$ cat src/design/rational_arithmetic_unit_assert.svh
// Assertion macros shared by the rational arithmetic unit modules.
// Included by rau_ctrl and rau_dp; no other dependencies.
`ifndef RATIONAL_ARITHMETIC_UNIT_ASSERT_SVH
`define RATIONAL_ARITHMETIC_UNIT_ASSERT_SVH

// Same-cycle implication under synchronous reset.
`define RAU_ASSERT_IMPL(label, clk, rst, ante, cons) \
   label: assert property (@(posedge clk) disable iff (rst) (ante) |-> (cons)) \
      else $error("rational_arithmetic_unit: same-cycle check failed");

// Next-cycle implication under synchronous reset.
`define RAU_ASSERT_NEXT(label, clk, rst, ante, cons) \
   label: assert property (@(posedge clk) disable iff (rst) (ante) |=> (cons)) \
      else $error("rational_arithmetic_unit: next-cycle check failed");

`endif

$ cat src/design/rau_pkg.sv
// Types and constants of the rational arithmetic unit.
// Used by rau_ctrl, rau_dp and rational_arithmetic_unit; no dependencies.
`default_nettype none

package rau_pkg;

   localparam int MAG_W = 64;   // exact magnitude width of intermediates
   localparam int CNT_W = 7;    // divider step counter
   localparam int SHF_W = 6;    // gcd common power of two

   localparam logic [2:0] CMD_ADD = 3'd0;
   localparam logic [2:0] CMD_SUB = 3'd1;
   localparam logic [2:0] CMD_MUL = 3'd2;
   localparam logic [2:0] CMD_DIV = 3'd3;

   typedef enum logic [4:0] {
      OP_NONE     = 5'd0,
      OP_LOAD     = 5'd1,
      OP_GCD_A    = 5'd2,
      OP_GCD_B    = 5'd3,
      OP_GCD_DEN  = 5'd4,
      OP_DIV_N0   = 5'd5,
      OP_DIV_D0   = 5'd6,
      OP_DIV_N1   = 5'd7,
      OP_DIV_D1   = 5'd8,
      OP_DIV_T    = 5'd9,
      OP_MUL_PROD = 5'd10,
      OP_MUL_XY   = 5'd11,
      OP_MUL_LCD  = 5'd12,
      OP_ADDSUB   = 5'd13,
      OP_OUT      = 5'd14
   } op_type;

   typedef struct packed {
      op_type op;
   } dp_cmd_type;

   typedef struct packed {
      logic       done;
      logic [2:0] command;
   } dp_stat_type;

endpackage

`default_nettype wire

$ cat src/design/rau_ctrl.sv
// Sequencer of the rational arithmetic unit: one-hot state machine that
// issues datapath operations and owns the handshakes. Uses rau_pkg.
`default_nettype none

module rau_ctrl (
   input  wire logic                 clock,
   input  wire logic                 reset,
   input  wire logic                 req_valid,
   output logic                      req_ready,
   output logic                      rsp_valid,
   input  wire logic                 rsp_ready,
   output rau_pkg::dp_cmd_type       cmd,
   input  wire rau_pkg::dp_stat_type stat
);

`include "rational_arithmetic_unit_assert.svh"

   typedef enum logic [14:0] {
      S_IDLE      = 15'h0001,
      S_GCD_A     = 15'h0002,
      S_DIV_NA    = 15'h0004,
      S_DIV_DA    = 15'h0008,
      S_GCD_B     = 15'h0010,
      S_DIV_NB    = 15'h0020,
      S_DIV_DB    = 15'h0040,
      S_MUL_PROD  = 15'h0080,
      S_GCD_DEN   = 15'h0100,
      S_DIV_QA    = 15'h0200,
      S_DIV_QB    = 15'h0400,
      S_MUL_XY    = 15'h0800,
      S_MUL_LCD   = 15'h1000,
      S_ADDSUB    = 15'h2000,
      S_OUT       = 15'h4000
   } state_type;

   state_type state_ff, state_in, next_step;
   logic      issued_ff, issued_in;
   logic      final_ff, final_in;
   logic      rsp_valid_ff, rsp_valid_in;
   logic      slot_free;
   // The load beat leaves one done pulse that must not advance the first gcd state.
   logic      pending_load, pending_load_in;

   assign slot_free = !rsp_valid_ff || rsp_ready;
   assign req_ready = (state_ff == S_IDLE);
   assign rsp_valid = rsp_valid_ff;

   always_comb begin
      case (state_ff)
         S_GCD_A:    next_step = S_DIV_NA;
         S_DIV_NA:   next_step = S_DIV_DA;
         S_DIV_DA:   next_step = final_ff ? S_OUT : S_GCD_B;
         S_GCD_B:    next_step = S_DIV_NB;
         S_DIV_NB:   next_step = S_DIV_DB;
         S_DIV_DB: begin
            if (stat.command == rau_pkg::CMD_ADD || stat.command == rau_pkg::CMD_SUB) begin
               next_step = S_GCD_DEN;
            end else if (stat.command == rau_pkg::CMD_MUL ||
                         stat.command == rau_pkg::CMD_DIV) begin
               next_step = S_MUL_PROD;
            end else begin
               next_step = S_OUT;
            end
         end
         S_GCD_DEN:  next_step = S_DIV_QA;
         S_DIV_QA:   next_step = S_DIV_QB;
         S_DIV_QB:   next_step = S_MUL_XY;
         S_MUL_XY:   next_step = S_MUL_LCD;
         S_MUL_LCD:  next_step = S_ADDSUB;
         S_MUL_PROD: next_step = S_GCD_A;
         S_ADDSUB:   next_step = S_GCD_A;
         default:    next_step = S_IDLE;
      endcase
   end

   always_comb begin
      state_in = state_ff;
      issued_in = issued_ff;
      final_in = final_ff;
      rsp_valid_in = rsp_valid_ff && !rsp_ready;
      cmd.op = rau_pkg::OP_NONE;
      case (state_ff)
         S_IDLE: begin
            if (req_valid) begin
               cmd.op = rau_pkg::OP_LOAD;
               final_in = 1'b0;
               issued_in = 1'b1;
               state_in = S_GCD_A;
            end
         end
         S_OUT: begin
            if (slot_free) begin
               cmd.op = rau_pkg::OP_OUT;
               rsp_valid_in = 1'b1;
               state_in = S_IDLE;
               issued_in = 1'b0;
            end
         end
         default: begin
            // The load beat's done pulse is absorbed here before the first issue.
            if (issued_ff) begin
               if (stat.done) begin
                  issued_in = 1'b0;
               end
            end else begin
               issued_in = 1'b1;
               case (state_ff)
                  S_GCD_A:    cmd.op = rau_pkg::OP_GCD_A;
                  S_DIV_NA:   cmd.op = rau_pkg::OP_DIV_N0;
                  S_DIV_DA:   cmd.op = rau_pkg::OP_DIV_D0;
                  S_GCD_B:    cmd.op = rau_pkg::OP_GCD_B;
                  S_DIV_NB:   cmd.op = rau_pkg::OP_DIV_N1;
                  S_DIV_DB:   cmd.op = rau_pkg::OP_DIV_D1;
                  S_MUL_PROD: cmd.op = rau_pkg::OP_MUL_PROD;
                  S_GCD_DEN:  cmd.op = rau_pkg::OP_GCD_DEN;
                  S_DIV_QA:   cmd.op = rau_pkg::OP_DIV_D0;
                  S_DIV_QB:   cmd.op = rau_pkg::OP_DIV_T;
                  S_MUL_XY:   cmd.op = rau_pkg::OP_MUL_XY;
                  S_MUL_LCD:  cmd.op = rau_pkg::OP_MUL_LCD;
                  S_ADDSUB:   cmd.op = rau_pkg::OP_ADDSUB;
                  default:    cmd.op = rau_pkg::OP_NONE;
               endcase
            end
            if (issued_ff && stat.done && !(state_ff == S_GCD_A && !final_ff && pending_load)) begin
               state_in = next_step;
               if (next_step == S_GCD_A) begin
                  final_in = 1'b1;
               end
            end
         end
      endcase
   end

   assign pending_load_in = (state_ff == S_IDLE && req_valid) ? 1'b1 :
                            (stat.done ? 1'b0 : pending_load);

   always_ff @(posedge clock) begin
      if (reset) begin
         state_ff     <= S_IDLE;
         issued_ff    <= 1'b0;
         final_ff     <= 1'b0;
         rsp_valid_ff <= 1'b0;
         pending_load <= 1'b0;
      end else begin
         state_ff     <= state_in;
         issued_ff    <= pending_load ? 1'b0 : issued_in;
         final_ff     <= final_in;
         rsp_valid_ff <= rsp_valid_in;
         pending_load <= pending_load_in;
      end
   end

   `RAU_ASSERT_NEXT(a_accept_busy, clock, reset, req_valid && req_ready, !req_ready)
   `RAU_ASSERT_IMPL(a_out_slot, clock, reset, cmd.op == rau_pkg::OP_OUT, slot_free)
   `RAU_ASSERT_NEXT(a_out_valid, clock, reset, cmd.op == rau_pkg::OP_OUT,
      rsp_valid_ff && req_ready)

endmodule

`default_nettype wire

$ cat config.mk
export PLATFORM = sky130hd
export DESIGN_NAME = rau_ctrl
export DESIGN_NICKNAME = d
export VERILOG_FILES = /design/src/design/rau_pkg.sv /design/src/design/rau_ctrl.sv
export VERILOG_INCLUDE_DIRS = /design/src /design/src/design
export SDC_FILE = /design/constraint.sdc
export NUM_CORES = 1
export LEC_CHECK = 0
export ABC_AREA = 1
export BUFFER_PORTS_ARGS = -buffer_cell sky130_fd_sc_hd__buf_2
export CAP_MARGIN = 30
export CORE_MARGIN = 2
export CORE_UTILIZATION = 42
export CTS_BUF_LIST = sky130_fd_sc_hd__clkbuf_8
export DETAILED_ROUTE_END_ITERATION = 6
export PLACE_DENSITY = 0.66
export SETUP_SLACK_MARGIN = 0.05
export SYNTH_ARGS = -nofsm -noshare
export SYNTH_HDL_FRONTEND = slang
export SYNTH_SLANG_ARGS = --single-unit
$ cat constraint.sdc
create_clock -name clock -period 2 [get_ports clock]
set_clock_uncertainty 0.1 [all_clocks]
set_input_delay 0.3 -clock clock [delete_from_list [all_inputs] [get_ports clock]]
set_output_delay 0.3 -clock clock [all_outputs]
set_load 0.05 [all_outputs]
==> flow_metrics.env, run 1 <==
export IMPL_place_congestion=0.923
export IMPL_timing_critical_path_buf_inv=2
export IMPL_chipHeight_microns=62.2
export IMPL_drc=0
export IMPL_vias=1832
export IMPL_rsz0062_at_grt="true"
export IMPL_outcome="finished, violations left"
export IMPL_syn_area_per_cell_sq_um=6.08
export IMPL_hold_viol_final=0
export IMPL_cts_root_buf="clkbuf_8"
export IMPL_crit_type="flip-flop to primary output"
export IMPL_wl_per_cell_microns=15.8
export IMPL_r2r_start="state_ff[8]"
export IMPL_n_fill_cell=222
export IMPL_fp_dieW_microns=62.2
export IMPL_cts_reportedPaths_clkPinSlew_ns=0.08
export IMPL_layout_nets=300
export IMPL_syn_nets=242
export IMPL_clock_path_buffers=2
export IMPL_cts_tree="yes"
export IMPL_holdBufCountCts=0
export IMPL_min_delay_start="stat[3]"
export IMPL_p_leak_uw=0.00112
export IMPL_grtUsageTotal_pct=22.4
export IMPL_setup_ws_ns=-0.193
export IMPL_routed_wl_mm=5.34
export IMPL_r2r_slack_ns=0.02
export IMPL_crit_path_top_delay_cell="dfxtp_4"
export IMPL_cp_arrival_ns=1.79
export IMPL_antenna_cells=0
export IMPL_clk_latency_ns=0.27
export IMPL_relSlewSlack_pct=66.5
export IMPL_cp_end_kind="primary output"
export IMPL_total_power_uw=2050
export IMPL_std_cell_rows=21
export IMPL_ir_worst_vdd_v=0.000510
export IMPL_yosysSeqAreaShare_pct=26.7
export IMPL_yosys_register_bits=19
export IMPL_cp_common_cell="nand2_1"
export IMPL_powerDensity_nw_per_um2=876
export IMPL_cts_made_buffers=3
export IMPL_yosysWarnings=0
export IMPL_overflow=0
export IMPL_crit_family="simple AND/OR/NAND/NOR gates"
export IMPL_violations="setup timing"
export IMPL_avgViaCountPerCell=5.44
export IMPL_dpl_hpwl_mm=2.57
export IMPL_crit_fanout=5
export IMPL_io_buffers=12
export IMPL_drive_above_1_share_pct=57.4
export IMPL_syn_cell_area_sq_um=1420
export IMPL_timing_critical_path_slowest_cell_delay_ns=0.36
export IMPL_crit_required_ns=1.60
export IMPL_final_period_utilization_pct=110
export IMPL_antenna_found_initial=0
export IMPL_die_area_sq_um=3870
export IMPL_slew_viol_final=0
export IMPL_drt_pre_antenna_iters=5
export IMPL_hp_class="input pin to flip-flop"
export IMPL_grt_pass1_vias=1567
export IMPL_hold_path_endpoint="pending_load"
export IMPL_ioPinCount=15
export IMPL_path_cells="nor2_4 > nand2_4 > buf_4 > nor2_2 > nand2_1 > nand2_2 > nor2_1 > nand3_1 > nand2_1 > nand2_1 > buf_6"
export IMPL_numClockSinks=19
export IMPL_worst_pin_slew_ns=0.502
export IMPL_cap_violations=0
export IMPL_r2r_cells=11
export IMPL_fin_tns_setup_ns=-0.630
export IMPL_hold_depth=3
export IMPL_synth_cell_types=26
export IMPL_drt_antenna_violating_nets=0
export IMPL_grt_start_max_net_pins=19
export IMPL_min_period_ns=2.19
export IMPL_reg2reg_to="state_ff[8]"
export IMPL_setup_viol=4
export IMPL_area_growth_pct=64.3
export IMPL_fin_hold_ws_ns=0.245
export IMPL_core_area_sq_um=3280
export IMPL_grt_pass1_wl_mm=7.04
export IMPL_max_freq_mhz=456
export IMPL_synth_cells=234
export IMPL_start_util_pct=43.4
export IMPL_ctsHtreeMaxLevel=1
export IMPL_cp_start_kind="flip-flop"
export IMPL_drt_iter0_drc=151
report_power, final:
| part | total [uW] | switching, uW | leakage [uW] | internal (uW) |
|---|---|---|---|---|
| clock network | 286 | 149 | 0.0000269 | 137 |
| logic | 1330 | 824 | 0.000929 | 508 |
| registers | 431 | 24.2 | 0.000161 | 407 |
| total | 2050 | 997 | 0.00112 | 1050 |
per-layer routing:
layer  wire length, microns  up-vias  global-route usage [%]
li1                       -      849                       -
met1                   1910      829                    26.3
met2                   2600      112                    40.2
met3                    444       42                    3.44
met4                    391        0                    9.72
met5                      0        -                       0
worst reg2reg max path: stages, from the launching register on:
cell	delay (ns)
dfxtp_4	0.37
nor2_4	0.14
nand2_4	0.11
nor2_4	0.20
buf_6	0.13
buf_6	0.09
nand3_2	0.07
nand2_2	0.11
nand3_4	0.20
nand2_8	0.20
nand2_1	0.08
a21oi_2	0.12
cell usage after synthesis:
cell type | instances | share of area, %
o21ai_0 | 5 | 1.8
a21oi_2 | 10 | 6.2
o211ai_1 | 1 | 0.53
inv_2 | 1 | 0.26
nand2_1 | 53 | 14
conb_1 | 1 | 0.26
nand3b_1 | 2 | 1.1
dfxtp_1 | 19 | 27
inv_1 | 38 | 10
nor2_4 | 2 | 1.6
nand3_1 | 30 | 11
nand2_2 | 8 | 3.5
nor2_2 | 6 | 2.6
a21oi_1 | 8 | 2.8
and3_1 | 1 | 0.44
buf_2 | 1 | 0.35
buf_4 | 2 | 1.1
nor2_1 | 30 | 7.9
clkbuf_1 | 2 | 0.53
nor3b_1 | 2 | 1.1
nand2_4 | 1 | 0.79
nand3_4 | 1 | 1.2
nand3_2 | 1 | 0.70
buf_6 | 2 | 1.6
or2_2 | 1 | 0.44
nor3_1 | 6 | 2.1
cells by family after synthesis:
logic type | share of synthesized area [%]
other | 0.263
AOI/OAI and AO/OA | 11.2
and+or+nand+nor | 48.0
buffers and inverters | 13.8
DFF | 26.7
worst max path at each step:
stage,start,endpoint,slack [ns],cells after the start
after floorplan,state_ff[2],cmd[0],0.07,8
after global placement,state_ff[8],cmd[3],0.03,10
after detailed placement,state_ff[8],cmd[3],0.02,10
after CTS,state_ff[7],cmd[2],-0.08,10
after global routing,state_ff[5],cmd[2],-0.27,10
final,state_ff[5],cmd[2],-0.19,11
final cells by class:
| type | count | area [sq um] | area share [%] |
|---|---|---|---|
| multi-input cells | 172 | 1190 | 50.9 |
| repair buffers | 56 | 470 | 20.1 |
| repair inverters | 1 | 8.76 | 0.374 |
| flip-flops and latches | 19 | 404 | 17.3 |
| well taps | 46 | 57.6 | 2.46 |
| inverters | 39 | 163 | 6.95 |
| clock inverters | 1 | 3.75 | 0.160 |
| clock buffers | 3 | 41.3 | 1.76 |
sequential cells by signal (all words and copies together), names as in the netlist:
| register | cells |
|---|---|
| state_ff | 15 |
| issued_ff | 1 |
| rsp_valid | 1 |
| final_ff | 1 |
| pending_load | 1 |
timing repair:
item	4_1_cts	5_1_grt
resized for setup	55	77
setup buffers	9	11
setup endpoints to repair	7	20
cloned	1	3
pin swaps	14	26
through the flow:
step / util [%] / area [sq um] / std cells / setup WS, ns
floorplan: - / 1430 / 234 / 0.0683
global placement: 51.6 / 1690 / 311 / 0.0260
detailed placement: 51.6 / 1690 / 311 / 0.0185
CTS: 59.9 / 1970 / 325 / -0.0805
global route: 71.2 / 2340 / 337 / -0.267
finish: 71.2 / 2340 / 337 / -0.193
placed cells by master (no fill, tap or decap), types with 10 or more instances in the layout:
cell / Yosys / routed
inv_2: 1 / 11
a21oi_2: 10 / 12
dfxtp_2: 0 / 10
buf_6: 2 / 16
inv_1: 38 / 27
nand2_2: 8 / 19
nor2_4: 2 / 14
nand3_1: 30 / 21
nand2_4: 1 / 10
nand2_1: 53 / 32
buf_4: 2 / 32
nor2_1: 30 / 21
Note: power is estimated with default switching activity, not from simulation.
==> run 2, diff against run 1 <==
--- a/config.mk
+++ b/config.mk
@@ -10,10 +10,10 @@
 export BUFFER_PORTS_ARGS = -buffer_cell sky130_fd_sc_hd__buf_2
 export CAP_MARGIN = 30
 export CORE_MARGIN = 2
-export CORE_UTILIZATION = 42
+export CORE_UTILIZATION = 50
 export CTS_BUF_LIST = sky130_fd_sc_hd__clkbuf_8
 export DETAILED_ROUTE_END_ITERATION = 6
-export PLACE_DENSITY = 0.66
+export PLACE_DENSITY = 0.76
 export SETUP_SLACK_MARGIN = 0.05
 export SYNTH_ARGS = -nofsm -noshare
 export SYNTH_HDL_FRONTEND = slang
==> run 2 against run 1 <==
  * The run still ends with setup timing left
  * Via count rose by 7.5%
  * Global-route usage rose by 10 points
  * Utilization rose by 13 points
  * Worst hold slack got worse by 0.023 ns
  * Clock-buffer cell count did not move
  * Sequential share of layout area barely moved
  * First-iteration DRC count fell by 17%
  * Die area fell by 15%
==> flow_metrics.env, run 2 (same netlist as run 1, synthesis figures left out) <==
export IMPL_met1_length_mm=2.19
export IMPL_die_area_sq_um=3290
export IMPL_wl_met2_mm=2.82
export IMPL_rsz0062_at_grt="true"
export IMPL_vias=1970
export IMPL_chipHeight_microns=57.4
export IMPL_slew_viol_final=0
export IMPL_grt_pass1_vias=1787
export IMPL_clock_path_buffers=2
export IMPL_drt_antenna_violating_nets=0
export IMPL_cts_reportedPaths_clkPinSlew_ns=0.08
export IMPL_outcome="finished, violations left"
export IMPL_reg2reg_to="state_ff[0]"
export IMPL_overflow=0
export IMPL_antenna_cells=0
export IMPL_ir_worst_vdd_v=0.00100
export IMPL_dr_wl_met3_microns=557
export IMPL_area_growth_pct=62.1
export IMPL_violations="setup timing"
export IMPL_antenna_found_initial=0
export IMPL_drt_iter0_drc=126
export IMPL_grt_pass1_wl_mm=8.23
export IMPL_setup_ws_ns=-0.381
export IMPL_holdBufCountCts=0
export IMPL_cp_arrival_ns=1.98
export IMPL_cts_tree="yes"
export IMPL_std_cell_rows=19
export IMPL_crit_fanout=3
export IMPL_powerDensity_nw_per_um2=788
export IMPL_final_period_utilization_pct=119
export IMPL_drive_above_1_share_pct=57.4
export IMPL_core_area_sq_um=2730
export IMPL_hold_depth=3
export IMPL_p_leak_uw=0.00109
export IMPL_drc=0
export IMPL_r2r_start="state_ff[9]"
export IMPL_clk_latency_ns=0.27
export IMPL_cap_violations=0
export IMPL_r2r_cells=17
export IMPL_setup_viol=19
export IMPL_cts_root_buf="clkbuf_8"
export IMPL_grtUsageTotal_pct=32.7
export IMPL_regMostFlops="state_ff"
export IMPL_crit_type="flip-flop to primary output"
export IMPL_fp_dieW_microns=57.4
export IMPL_wl_per_cell_microns=18.6
export IMPL_max_freq_mhz=420
export IMPL_min_period_ns=2.38
export IMPL_avgViaCountPerCell=6.02
export IMPL_crit_required_ns=1.60
export IMPL_cp_start_kind="flip-flop"
export IMPL_hold_viol_final=0
export IMPL_layout_nets=305
export IMPL_io_buffers=12
export IMPL_dpl_cell_area_sq_um=1680
export IMPL_drt_pre_antenna_iters=5
export IMPL_routed_wl_mm=6.10
export IMPL_min_delay_start="stat[3]"
export IMPL_fin_area_sq_um=2310
export IMPL_dpl_hpwl_mm=2.62
export IMPL_hold_path_endpoint="pending_load"
export IMPL_cp_end_kind="primary output"
export IMPL_fin_tns_setup_ns=-2.28
export IMPL_largest_register_ffs=15
export IMPL_numClockSinks=19
export IMPL_cts_made_buffers=3
export IMPL_ctsHtreeMaxLevel=1
export IMPL_place_congestion=0.885
export IMPL_hp_class="input pin to flip-flop"
export IMPL_grt_start_max_net_pins=19
export IMPL_start_util_pct=52.1
export IMPL_top_layer="met4"
export IMPL_final_cell_mix="nand2_1 (40), buf_4 (40), inv_1 (32)"
export IMPL_r2r_slack_ns=-0.29
export IMPL_ioPinCount=15
[run 2: changes by cell type in the layout (fill, tap and decap cells not counted), sizes merged]
cell,previous run,this run
buf,56,64
clkinv,1,0
nand3,33,32
nor2,39,38
[run 2: repair_timing]
| item | CTS | global route |
|---|---|---|
| gates cloned | 0 | 1 |
| pin swaps | 23 | 30 |
| setup buffers | 25 | 6 |
| endpoints found under the hold margin | 0 | 0 |
| endpoints found under the setup margin | 5 | 21 |
| gates resized for setup | 52 | 65 |
[run 2: through the flow]
| stage | setup slack (ns) | power [uW] | instances | util [%] | hold slack [ns] |
|---|---|---|---|---|---|
| 2_1_floorplan | 0.0683 | 1010 | 234 | - | 0.352 |
| 3_3_place_gp | 0.0241 | 1170 | 296 | 61.3 | 0.373 |
| 3_5_place_dp | -0.00851 | 1180 | 296 | 61.3 | 0.378 |
| 4_1_cts | -0.117 | 1530 | 325 | 75.3 | 0.214 |
| 5_1_grt | -0.413 | 1890 | 327 | 84.4 | 0.232 |
| 6_report | -0.381 | 1820 | 327 | 84.4 | 0.222 |
[run 2: worst max path at each step]
stage                             from  endpoint  slack (ns)  depth (start not counted)
final                      state_ff[9]    cmd[2]       -0.38                         11
after floorplan            state_ff[2]    cmd[0]        0.07                          8
after CTS                 state_ff[11]    cmd[1]       -0.12                         11
after global routing       state_ff[3]    cmd[2]       -0.41                         10
after global placement     state_ff[5]    cmd[3]        0.02                         10
after detailed placement   state_ff[5]    cmd[3]      -0.009                         10
[run 2: power by group]
group          internal, uW  total (uW)  switching (uW)
Clock                   138         291             153
Sequential              409         433            23.9
Combinational           375        1090             720
Total                   922        1820             897
[run 2: critical path: stages, from the launching register on]
cell and delay [ns]:
dfxtp_2 0.37, nor2_4 0.16, nand2_4 0.10, buf_6 0.14
nor2_2 0.12, nand2_1 0.14, inv_1 0.18, nor2_1 0.09
nand3_1 0.09, nand2_1 0.06, nand2_1 0.10, buf_6 0.17
[run 2: layout make-up]
cell class | count | area (sq um)
inverter | 39 | 158
timing repair buffer | 64 | 531
clock buffer | 3 | 41.3
tap | 31 | 38.8
fill | 152 | 425
sequential | 19 | 398
multi-input combinational | 170 | 1140
clock inverter | 1 | 3.75
[run 2: metal layers]
| metal | up-vias | GRT usage, % |
|---|---|---|
| li1 | 859 | - |
| met2 | 150 | 54.9 |
| met5 | - | 0 |
| met1 | 908 | 38.6 |
| met4 | 0 | 22.3 |
| met3 | 53 | 3.85 |
